File: src/hdl/rrs_pkg.sv
// Shared constants and types for the round-robin schedule simulator.
`timescale 1ns / 1ps
package rrs_pkg;
  localparam int MAX_PROCS_DEF = 16;
  localparam int TW = 24;
  localparam logic [15:0] QUANTUM_RST = 16'd2;

  typedef struct packed {
    logic load;
    logic run_start;
    logic admit_step;
    logic admit_end;
    logic jump;
    logic dispatch;
    logic emit_step;
    logic clear;
  } rrs_cmd_t;

  typedef struct packed {
    logic scan_last;
    logic fifo_empty;
    logic all_done;
    logic emit_last;
    logic full;
  } rrs_stat_t;
endpackage

File: src/hdl/rrs_if.sv
// Valid/ready channel interfaces for job requests and results.
`timescale 1ns / 1ps
interface rrs_job_if;
  logic valid;
  logic ready;
  logic [15:0] arrival_time;
  logic [15:0] burst_length;
  logic is_last;
  modport source (output valid, arrival_time, burst_length, is_last, input ready);
  modport sink (input valid, arrival_time, burst_length, is_last, output ready);
endinterface

interface rrs_res_if;
  logic valid;
  logic ready;
  logic [5:0] job_index;
  logic [23:0] completion_time;
  logic [23:0] turnaround_time;
  logic [23:0] waiting_time;
  logic [23:0] response_time;
  logic last_result;
  modport source (output valid, job_index, completion_time, turnaround_time,
                  waiting_time, response_time, last_result, input ready);
  modport sink (input valid, job_index, completion_time, turnaround_time,
                waiting_time, response_time, last_result, output ready);
endinterface

File: src/hdl/rrs_datapath.sv
// Job stores, ready queue, time keeping and result formatting.
`timescale 1ns / 1ps
module rrs_datapath #(
  parameter int MAX_PROCS = 16
) (
  input  logic clk,
  input  logic rst,
  input  rrs_pkg::rrs_cmd_t cmd,
  output rrs_pkg::rrs_stat_t stat,
  input  logic [15:0] quantum,
  input  logic [15:0] in_arrival,
  input  logic [15:0] in_burst,
  output logic [5:0] r_index,
  output logic [23:0] r_comp,
  output logic [23:0] r_tat,
  output logic [23:0] r_wait,
  output logic [23:0] r_resp
);
  import rrs_pkg::*;
  localparam int IW = (MAX_PROCS > 1) ? $clog2(MAX_PROCS) : 1;
  localparam int CW = $clog2(MAX_PROCS + 1);

  logic [15:0] arr_mem [MAX_PROCS];
  logic [15:0] bur_mem [MAX_PROCS];
  logic [15:0] rem_mem [MAX_PROCS];
  logic [TW-1:0] comp_mem [MAX_PROCS];
  logic [TW-1:0] resp_mem [MAX_PROCS];
  logic [IW-1:0] fifo [MAX_PROCS];
  logic [MAX_PROCS-1:0] queued, dispatched;
  logic [IW-1:0] head;
  logic [CW-1:0] flen, job_count, done_count, scan;
  logic [TW-1:0] sim_time, earliest;
  logic found;
  logic [IW-1:0] prev_job;
  logic requeue;

  logic [IW-1:0] sidx, cur, tail_pos;
  logic [CW:0] tail_sum;
  logic adm;
  logic [15:0] q, rem;
  logic [TW-1:0] step;

  assign sidx = scan[IW-1:0];
  assign adm = !queued[sidx] && ({8'd0, arr_mem[sidx]} <= sim_time);
  assign q = (quantum == 16'd0) ? 16'd1 : quantum;
  assign cur = fifo[head];
  assign rem = rem_mem[cur];
  assign step = (rem > q) ? {8'd0, q} : {8'd0, rem};
  assign tail_sum = {1'b0, flen} + (CW+1)'(head);
  assign tail_pos = (tail_sum >= (CW+1)'(MAX_PROCS)) ?
                    IW'(tail_sum - (CW+1)'(MAX_PROCS)) : IW'(tail_sum);

  assign stat.scan_last = (scan + CW'(1) >= job_count);
  assign stat.fifo_empty = (flen == '0);
  assign stat.all_done = (done_count >= job_count);
  assign stat.emit_last = (scan + CW'(1) >= job_count);
  assign stat.full = (job_count >= CW'(MAX_PROCS));

  always_ff @(posedge clk) begin
    if (cmd.load && !stat.full) begin
      arr_mem[job_count[IW-1:0]] <= in_arrival;
      bur_mem[job_count[IW-1:0]] <= in_burst;
      rem_mem[job_count[IW-1:0]] <= in_burst;
    end
    if (cmd.admit_step && adm) fifo[tail_pos] <= sidx;
    if (cmd.admit_end && requeue) fifo[tail_pos] <= prev_job;
    if (cmd.dispatch) begin
      if (!dispatched[cur]) resp_mem[cur] <= sim_time - {8'd0, arr_mem[cur]};
      rem_mem[cur] <= rem - step[15:0];
      if (rem <= q) comp_mem[cur] <= sim_time + step;
    end
    r_index <= 6'(scan);
    r_comp <= comp_mem[sidx];
    r_tat <= comp_mem[sidx] - {8'd0, arr_mem[sidx]};
    r_wait <= comp_mem[sidx] - {8'd0, arr_mem[sidx]} - {8'd0, bur_mem[sidx]};
    r_resp <= resp_mem[sidx];
  end

  // admit_end re-queues the preempted job once the admission scan is over
  always_ff @(posedge clk) begin
    if (rst || cmd.clear) begin
      queued <= '0; dispatched <= '0; head <= '0; flen <= '0;
      job_count <= '0; done_count <= '0; scan <= '0; sim_time <= '0;
      earliest <= '0; found <= 1'b0; prev_job <= '0; requeue <= 1'b0;
    end else begin
      if (cmd.load && !stat.full) begin
        queued[job_count[IW-1:0]] <= 1'b0;
        dispatched[job_count[IW-1:0]] <= 1'b0;
        job_count <= job_count + CW'(1);
      end
      if (cmd.run_start) begin
        scan <= '0; found <= 1'b0;
      end
      if (cmd.admit_step) begin
        if (adm) begin
          queued[sidx] <= 1'b1;
          flen <= flen + CW'(1);
        end
        if (!queued[sidx] && !adm && (!found || {8'd0, arr_mem[sidx]} < earliest)) begin
          earliest <= {8'd0, arr_mem[sidx]};
          found <= 1'b1;
        end
        scan <= stat.scan_last ? '0 : scan + CW'(1);
      end
      if (cmd.jump) begin
        if (found && earliest > sim_time) sim_time <= earliest;
        found <= 1'b0;
        scan <= '0;
      end
      if (cmd.admit_end) begin
        if (requeue) flen <= flen + CW'(1);
      end
      if (cmd.dispatch) begin
        dispatched[cur] <= 1'b1;
        prev_job <= cur;
        requeue <= (rem > q);
        head <= (head == IW'(MAX_PROCS - 1)) ? '0 : head + IW'(1);
        flen <= flen - CW'(1);
        sim_time <= sim_time + step;
        if (rem <= q) done_count <= done_count + CW'(1);
        scan <= '0; found <= 1'b0;
      end
      if (cmd.emit_step) scan <= scan + CW'(1);
    end
  end
endmodule

File: src/hdl/rrs_ctrl.sv
// Sequencer for loading, scheduling and result delivery.
`timescale 1ns / 1ps
module rrs_ctrl (
  input  logic clk,
  input  logic rst,
  input  logic in_valid,
  input  logic in_last,
  output logic in_ready,
  output logic out_valid,
  input  logic out_ready,
  output logic out_last,
  output rrs_pkg::rrs_cmd_t cmd,
  input  rrs_pkg::rrs_stat_t stat
);
  import rrs_pkg::*;
  localparam logic [2:0] S_LOAD = 3'd0, S_ADMIT = 3'd1, S_DECIDE = 3'd2,
    S_RUN = 3'd3, S_FETCH = 3'd5, S_SHOW = 3'd6;
  logic [2:0] state, state_next;
  logic from_run, from_run_next, lst, lst_next;

  assign in_ready = (state == S_LOAD);
  assign out_valid = (state == S_SHOW);
  assign out_last = lst;

  always_comb begin
    cmd = '0;
    state_next = state;
    from_run_next = from_run;
    lst_next = lst;
    case (state)
      S_LOAD: if (in_valid) begin
        cmd.load = 1'b1;
        if (in_last) begin
          cmd.run_start = 1'b1; from_run_next = 1'b0; state_next = S_ADMIT;
        end
      end
      S_ADMIT: begin
        cmd.admit_step = 1'b1;
        if (stat.scan_last) begin
          state_next = S_DECIDE;
        end
      end
      S_DECIDE: begin
        if (from_run) begin
          cmd.admit_end = 1'b1; from_run_next = 1'b0; state_next = S_RUN;
        end else if (stat.all_done) begin
          state_next = S_FETCH;
        end else if (stat.fifo_empty) begin
          cmd.jump = 1'b1; state_next = S_ADMIT;
        end else begin
          state_next = S_RUN;
        end
      end
      S_RUN: begin
        if (stat.all_done) state_next = S_FETCH;
        else if (stat.fifo_empty) begin
          cmd.jump = 1'b1; state_next = S_ADMIT;
        end else begin
          cmd.dispatch = 1'b1; from_run_next = 1'b1; state_next = S_ADMIT;
        end
      end
      S_FETCH: begin
        lst_next = stat.emit_last; state_next = S_SHOW;
      end
      S_SHOW: if (out_ready) begin
        if (lst) begin
          cmd.clear = 1'b1; state_next = S_LOAD;
        end else begin
          cmd.emit_step = 1'b1; state_next = S_FETCH;
        end
      end
      default: state_next = S_LOAD;
    endcase
  end

  always_ff @(posedge clk) begin
    if (rst) begin
      state <= S_LOAD; from_run <= 1'b0; lst <= 1'b0;
    end else begin
      state <= state_next; from_run <= from_run_next; lst <= lst_next;
    end
  end
endmodule

File: src/hdl/round_robin_schedule_sim.sv
// Top level of the round-robin schedule simulator.
//  channel  dir  payload
//  job      in   arrival_time, burst_length, is_last
//  res      out  job_index, completion/turnaround/waiting/response times, last_result
// Jobs load one a cycle while in_ready is high. Each dispatch and each queue-empty
// time jump is followed by an admission pass that walks every loaded job; results are
// then fetched and shown one at a time. Reset is synchronous; a stalled result holds,
// and no job request is taken until the last result of the set has gone.
`timescale 1ns / 1ps
module round_robin_schedule_sim #(
  parameter int MAX_PROCS = rrs_pkg::MAX_PROCS_DEF
) (
  input logic clk,
  input logic rst,
  input logic cfg_we,
  input logic [15:0] cfg_wdata,
  rrs_job_if.sink job,
  rrs_res_if.source res
);
  import rrs_pkg::*;
  logic [15:0] quantum;
  rrs_cmd_t cmd;
  rrs_stat_t stat;

  always_ff @(posedge clk) begin
    if (rst) quantum <= QUANTUM_RST;
    else if (cfg_we) quantum <= cfg_wdata;
  end

  rrs_ctrl u_ctrl (
    .clk, .rst, .in_valid(job.valid), .in_last(job.is_last), .in_ready(job.ready),
    .out_valid(res.valid), .out_ready(res.ready), .out_last(res.last_result),
    .cmd, .stat
  );

  rrs_datapath #(.MAX_PROCS(MAX_PROCS)) u_dp (
    .clk, .rst, .cmd, .stat, .quantum,
    .in_arrival(job.arrival_time), .in_burst(job.burst_length),
    .r_index(res.job_index), .r_comp(res.completion_time),
    .r_tat(res.turnaround_time), .r_wait(res.waiting_time),
    .r_resp(res.response_time)
  );
endmodule

File: src/flat_wrapper.sv
// flat-port wrapper written by rule: the top's interface ports become plain ports
module round_robin_schedule_sim_flat import rrs_pkg::*;
#(
  parameter int MAX_PROCS = rrs_pkg::MAX_PROCS_DEF
)
  (clk, rst, cfg_we, cfg_wdata, job_valid, job_arrival_time, job_burst_length, job_is_last, job_ready, res_valid, res_job_index, res_completion_time, res_turnaround_time, res_waiting_time, res_response_time, res_last_result, res_ready);
  rrs_job_if job_i ();
  rrs_res_if res_i ();
  input logic clk;
  input logic rst;
  input logic cfg_we;
  input logic [15:0] cfg_wdata;
  input wire logic [$bits(job_i.valid)-1:0] job_valid;
  input wire logic [$bits(job_i.arrival_time)-1:0] job_arrival_time;
  input wire logic [$bits(job_i.burst_length)-1:0] job_burst_length;
  input wire logic [$bits(job_i.is_last)-1:0] job_is_last;
  output wire logic [$bits(job_i.ready)-1:0] job_ready;
  output wire logic [$bits(res_i.valid)-1:0] res_valid;
  output wire logic [$bits(res_i.job_index)-1:0] res_job_index;
  output wire logic [$bits(res_i.completion_time)-1:0] res_completion_time;
  output wire logic [$bits(res_i.turnaround_time)-1:0] res_turnaround_time;
  output wire logic [$bits(res_i.waiting_time)-1:0] res_waiting_time;
  output wire logic [$bits(res_i.response_time)-1:0] res_response_time;
  output wire logic [$bits(res_i.last_result)-1:0] res_last_result;
  input wire logic [$bits(res_i.ready)-1:0] res_ready;
  assign job_i.valid = job_valid;
  assign job_i.arrival_time = job_arrival_time;
  assign job_i.burst_length = job_burst_length;
  assign job_i.is_last = job_is_last;
  assign job_ready = job_i.ready;
  assign res_valid = res_i.valid;
  assign res_job_index = res_i.job_index;
  assign res_completion_time = res_i.completion_time;
  assign res_turnaround_time = res_i.turnaround_time;
  assign res_waiting_time = res_i.waiting_time;
  assign res_response_time = res_i.response_time;
  assign res_last_result = res_i.last_result;
  assign res_i.ready = res_ready;
  round_robin_schedule_sim #(.MAX_PROCS(MAX_PROCS)) u_core (.clk(clk), .rst(rst), .cfg_we(cfg_we), .cfg_wdata(cfg_wdata), .job(job_i), .res(res_i));
endmodule
File: config.mk
export PLATFORM = sky130hd
export DESIGN_NAME = round_robin_schedule_sim_flat
export DESIGN_NICKNAME = d
export VERILOG_FILES = /design/src/hdl/rrs_pkg.sv /design/src/hdl/rrs_if.sv /design/src/hdl/rrs_datapath.sv /design/src/hdl/rrs_ctrl.sv /design/src/hdl/round_robin_schedule_sim.sv /design/src/flat_wrapper.sv
export SDC_FILE = /design/constraint.sdc
export NUM_CORES = 2
export LEC_CHECK = 0
export ABC_AREA = 1
export BUFFER_PORTS_ARGS = -buffer_cell sky130_fd_sc_hd__buf_2
export CAP_MARGIN = 20
export CORE_MARGIN = 5
export CORE_UTILIZATION = 60
export DETAILED_ROUTE_END_ITERATION = 16
export PLACE_DENSITY_LB_ADDON = 0.15
export SETUP_SLACK_MARGIN = 0.4
export SYNTH_ARGS = -nofsm -noshare
export SYNTH_HDL_FRONTEND = slang
export SYNTH_SLANG_ARGS = --single-unit
File: constraint.sdc
create_clock -name clk -period 9.1 [get_ports clk]
set_clock_uncertainty 0.1 [all_clocks]
set_input_delay 0 -clock clk [delete_from_list [all_inputs] [get_ports clk]]
set_output_delay 0 -clock clk [all_outputs]
set_load 0.05 [all_outputs]
---- Word level (Yosys, flattened, before mapping) ----
Memory sizes are Yosys's and may differ from the RTL's. A register that Yosys moved wholly into a read port is not among the register bits.
Cells that the tools add are included.
operators by class
  eq/ne operators ......................... 12
  order comparisons ....................... 15
  muxes and demuxes ....................... 96
  bitwise operators ....................... 6
  reduce and logical (&&, ||, !) cells .... 30
  add/sub/neg operators ................... 13
operators with widths
  operator                                             count
  2-to-1 mux 16 bit                                    10
  2-to-1 mux 24 bit                                    3
  subtractor 24 x 16 -> 24 bit                         3
  2-to-1 mux 5 bit                                     11
  2-to-1 mux 4 bit                                     12
  2-to-1 mux 1 bit                                     38
  bitwise AND 16 bit                                   2
  OR 16 bit                                            2
  adder 24 x 16 -> 24 bit                              1
  greater-than comparator 16 x 24 -> 1 bit             1
  less-or-equal comparator 16 x 24 -> 1 bit            1
  2-to-1 mux 3 bit                                     8
  adder 5 x 1 -> 5 bit, second input constant          4
  case mux 3 bit (6 select lines)                      1
  greater-than comparator 16 bit                       1
  less-or-equal comparator 16 bit                      1
  zero test 16 bit                                     1
  < comparator 16 bit                                  1
  inverter 16 bit                                      1
  OR reduction 16 bit                                  1
  subtractor 16 bit                                    1
  < comparator 4 x 5 -> 1 bit, second input constant   3
  demux 1 bit (select 4 bit)                           3
  >= comparator 4 x 1 -> 1 bit, second input constant  3
  other kinds (30)                                     59
word-level totals
  memory bits (writable) .................. 1600
  memories kept ........................... 6
  register bits ........................... 200
  logic and storage cells ................. 198
memory list
  memory                words  width  read ports  clocked after Yosys merged registers in  wr ports  RTL line            text
  u_core.u_dp.comp_mem  16     24     1           1                                        1         rrs_datapath.sv:26  logic [TW-1:0] comp_mem [MAX_PROCS];
  u_core.u_dp.resp_mem  16     24     1           1                                        1         rrs_datapath.sv:27  logic [TW-1:0] resp_mem [MAX_PROCS];
  u_core.u_dp.arr_mem   16     16     2           1                                        1         rrs_datapath.sv:23  logic [15:0] arr_mem [MAX_PROCS];
  u_core.u_dp.bur_mem   16     16     1           1                                        1         rrs_datapath.sv:24  logic [15:0] bur_mem [MAX_PROCS];
  u_core.u_dp.rem_mem   16     16     1           0                                        1         rrs_datapath.sv:25  logic [15:0] rem_mem [MAX_PROCS];
  u_core.u_dp.fifo      16     4      1           1                                        1         rrs_datapath.sv:28  logic [IW-1:0] fifo [MAX_PROCS];

---- Longest topological paths before layout ----
  depth after elaboration ................. 11
  depth in mapped cells ................... 45
  gate-level depth less buffers ........... 41

---- Hierarchy ----
A second synthesis with hierarchy kept.
unflattened totals
  cell total of the unflattened synthesis .. 7207
  area total of the unflattened synthesis .. 80120.6 um2
modules (own cells, without submodules)
  module                    cells an instance  sequential area each (um2)  times used  area an instance (um2)
  rrs_datapath              7043               52270.1                     1           79082.1
  round_robin_schedule_sim  100                320.3                       1           668.1
  rrs_ctrl                  64                 100.1                       1           370.4

---- Worst setup path after synthesis ----
OpenSTA, ideal clock, no wires.
  path type ............................... reg2reg
  start point ............................. register with a tool-made name
  end point ............................... memory u_core.u_dp.rem_mem[0][12], data pin
  cell stages (with the launch flop) ...... 38
  data required time ...................... 8.670 ns
  setup slack ............................. 2.790 ns
  clock period less this slack ............ 6.310 ns
  buffers on the path ..................... 4
  arrival time ............................ 5.880 ns
  cells stage by stage .................... dfxtp_1 -> clkbuf_1 -> inv_1 -> nand3_1 -> nand3_2 -> nand2_4 -> buf_6 -> nor2_2 -> inv_1 -> buf_4 -> o22ai_1 -> o21ai_0 -> nand2_1 -> nor2_1 -> ha_1 -> a21oi_1 -> o21a_1 -> o221ai_1 -> (+2 left out) -> nand2_1 -> clkinv_1 -> clkbuf_1 -> o21ai_0 -> ha_1 -> inv_1 -> fa_1 -> nand3_1 -> nand2_1 -> inv_1 -> o21a_1 -> o21ai_0 -> nand2_1 -> nand2_1 -> a21oi_1 -> o21ai_0 -> xor2_1 -> o21ai_0
RTL lines
  what           RTL line
  end, declared  rrs_datapath.sv:25

==> impl_results.md <==
- Syn Inst Count: 6660
- RSZ-0062 raised after global routing: false
- Pleak: 31.02 nW
- Die width: 369.6 um
- GRT Max-Usage Layer: met2
- Post-Synthesis Cell Area: 77600 um^2
- Core footprint: 129000 um^2
- Hold Crit Class: primary input to register
- RePlAce Congestion: 0.9293
- Pin count of the biggest net entering global routing: 193
- Comb power frac: 0.261
- Cell area power density: 267.1 nW/um^2
- Synth unique cells: 58
- Worst-Margin Slew: 1209 ps
- Final #Nets: 7115
- Drt drc: 0
- Met2 Track Usage GR: 0.5105
- Synth Flop Type: edfxtp_1
- Pre-Repair DR Iteration Count: 7
- # setup viols final: 0
- Slowest-stage cell, CP: nor2_4
- Fin worst setup slack: 1230 ps
- Global-route wire length before repair: 329100 um
- Max Slew Vio Count: 0
- Number of vias per cell: 6.338
- Final min period: 7870 ps
- Hold slack: 55.75 ps
- Post-synthesis mux area share: 0
- CTS Buffer Depth: 3
- Clock transition at path regs: 60 ps
- Hold Vio Cnt, Final: 0
- Post-route ant nets: 0
- Xor/xnor cell area share of the yosys netlist: 0.01061
- Avg Cell Area, Syn: 11.65 um^2
- # IOs: 159
- H-tree levels: 4
- Initial antenna violation count: 6
- Wirelength per Cell: 25.51 um
- Worst vdd ir: 0.0003179 V
- HP Start: job_arrival_time[3]
- Total track usage: 0.3213
- Row Count: 132
- Post-Syn Nets: 6887
- Worst slack, placed: 1399 ps
- Placed Area: 80800 um^2
- Max Fclk: 0.1271 GHz
- Yosys reg bits: 1832
- Worst-path fanout max: 33
- M1 GR Usage: 0.4383
- Total CTS buffers: 179
- Power Internal: 15.75 mW
- Seq/Total Area, Yosys: 0.6790
- Met3 usage: 0.06370
- Root buffer cell: clkbuf_16
- GRT overflow: 0
- Area growth, synth to finish: 13.03%
- HPWL Detailed: 128700 um
- Skew-Pair Late Insertion Delay: 830 ps
- Sw power: 7.676 mW
- Setup crit start kind: register
- Final instance area: 87710 um^2
- Crit share post-route: 0.8648
- Seq pwr share: 0.425
- Synth Warn #: 0
- Vias in the first global route: 52710
- Crit path required time: 9530 ps
- Initial core utilization: 0.6016
- Die ar.: 136600 um^2
- Critical Path AT: 8300 ps
- Clock tree from TritonCTS: yes
- Slew headroom: 0.1919
- Layout cell share with drive strength beyond 1: 0.1003
- Crit Path Category: register to register
- Die Span Y: 369.6 um
- Most frequent cell on the critical path: nand2_1
- Outcome: finished clean
- Clock power share: 0.315
- Async S/R FF share, synth: 0
- Via count: 55677
- Post-CTS Setup Repair Bufs: 0
- Switching Share: 0.3277
- Max incr delay on CP: 720 ps
- Crit. End Element: register
- Synth Area in Compound Gates: 0.1348
- Largest family of logic cells by synthesized area: compound AO/OA/AOI/OAI gates
- Post-Route WL: 224100 um
- Number of I/O port buffers: 157
- Synth Area in Adders: 0.02847
- Setup TNS: 0 ps
- Max-capacitance violation count: 0
- Fin util: 0.6800
- Simple-gate share of the synthesized area: 0.1109
- CTS Sinks: 1832
- Initial drt markers: 7227
- Number of synthesized flops with an enable pin: 1600
[kinds of logic (layout without fill, tap and decap cells)]
| family | after synthesis | count (layout) |
|---|---|---|
| buffers and inverters | 695 | 1072 |
| adder cells (fa/ha/maj) | 173 | 173 |
| flip-flops | 1832 | 1832 |
| other | 1 | 7 |
| AO/OA/AOI/OAI | 1741 | 1741 |
| XOR/XNOR | 94 | 94 |
| AND/OR/NAND/NOR | 2124 | 2124 |
[flip-flops by register name, summed over array words and instances (netlist names), 16 cells and up, named ones only]
signal and count:
u_core.u_dp.comp_mem 384, u_core.u_dp.r_tat 24, u_core.u_dp.r_resp 24, u_core.u_dp.dispatched 16
u_core.quantum 16, u_core.u_dp.r_wait 24, u_core.u_dp.sim_time 24, u_core.u_dp.earliest 16
u_core.u_dp.resp_mem 384, u_core.u_dp.fifo 64, u_core.u_dp.arr_mem 256, u_core.u_dp.bur_mem 256
u_core.u_dp.r_comp 24, u_core.u_dp.rem_mem 256, u_core.u_dp.queued 16
[placed cells by master, fill, tap and decap left out, types with 170 or more instances in the layout]
master     instances
edfxtp_1        1600
nand2_1          866
nor2_1           840
o21ai_0          756
inv_1            291
a21oi_1          261
nand3_1          242
dfxtp_1          226
a22oi_1          209
o22ai_1          195
clkbuf_16        182
buf_4            170
[worst max-delay path: cells and delay by family (launching register included)]
family	cells	cell delay [ps]
adders and majority gates	2	420
DFF	1	310
and+or+nand+nor	23	3700
buffers and inverters	7	1830
AOI/OAI and AO/OA	5	1150
[Yosys cell counts (all sizes together) (2+ instances only)]
cell type,count,area [um^2]
edfxtp,1600,48050
nor2,896,3373
nand2,870,3278
o21ai,759,3799
inv,311,1167
a21oi,263,1316
clkbuf,259,972.2
nand3,244,1231
dfxtp,232,4644
a22oi,209,1569
o22ai,195,1220
ha,167,2090
o221ai,145,1270
buf,122,654.4
o211ai,68,510.5
xor2,65,569.3
nand4,57,362.8
a21boi,31,232.7
xnor2,29,254.0
nor4,20,125.1
nor3,15,75.07
o21a,14,105.1
nand3b,13,97.59
a21o,11,82.58
a31oi,11,68.82
a211oi,9,67.56
fa,6,120.1
a221oi,5,43.79
o21bai,5,37.54
o31ai,4,30.03
clkinv,3,11.26
or2,3,18.77
a2111oi,2,17.52
and2,2,12.51
nor3b,2,15.01
o2111ai,2,17.52
o211a,2,20.02
[metal layers]
layer	vias to the layer above	wire, um
met5	-	27
met4	4	9885
met3	561	22500
met2	3206	104900
met1	27099	86820
li1	24807	-
[metrics by stage]
step	instances	total power [mW]
floorplan	6660	14.13
global placement	8349	15.96
detailed placement	8353	16.03
CTS	8772	23.35
global route	8781	24.40
finish	8785	23.43
[layout make-up]
class	instances	area, um^2
diodes	6	15.01
clock buffers	230	4815
clock inverters	100	1055
fillers	9246	41280
inverters	314	1195
multi-input cells	4133	22550
flip-flops and latches	1832	52710
well taps	1742	2180
repair buffers	428	3196
[worst paths after layout]
| kind | to | slack (ps) | cells after the start |
|---|---|---|---|
| worst max-delay path | u_core.u_dp.comp_mem[10][23] | 1230 | 37 |
| worst min-delay path | u_core.u_dp.arr_mem[6][3] | 60 | 2 |
| worst max register to register | u_core.u_dp.comp_mem[10][23] | 1230 | 37 |
| worst min register to register | u_core.u_dp.r_index[4] | 310 | 0 |
[power groups by stage]
| stage | clock, mW | combinational, mW | sequential (mW) |
|---|---|---|---|
| 2_1_floorplan | 0 | 3.53 | 10.6 |
| 3_3_place_gp | 0 | 5.81 | 10.2 |
| 3_5_place_dp | 0 | 5.87 | 10.2 |
| 4_1_cts | 7.42 | 5.95 | 9.98 |
| 5_1_grt | 7.79 | 6.63 | 9.97 |
| 6_report | 7.37 | 6.10 | 9.95 |
[repair_timing]
action,CTS,global route
endpoints found under the hold margin,736,0
hold buffers,89,0
gates resized for setup,0,0
endpoints found under the setup margin,0,0
No activity file was read; power rests on OpenSTA's default activity.
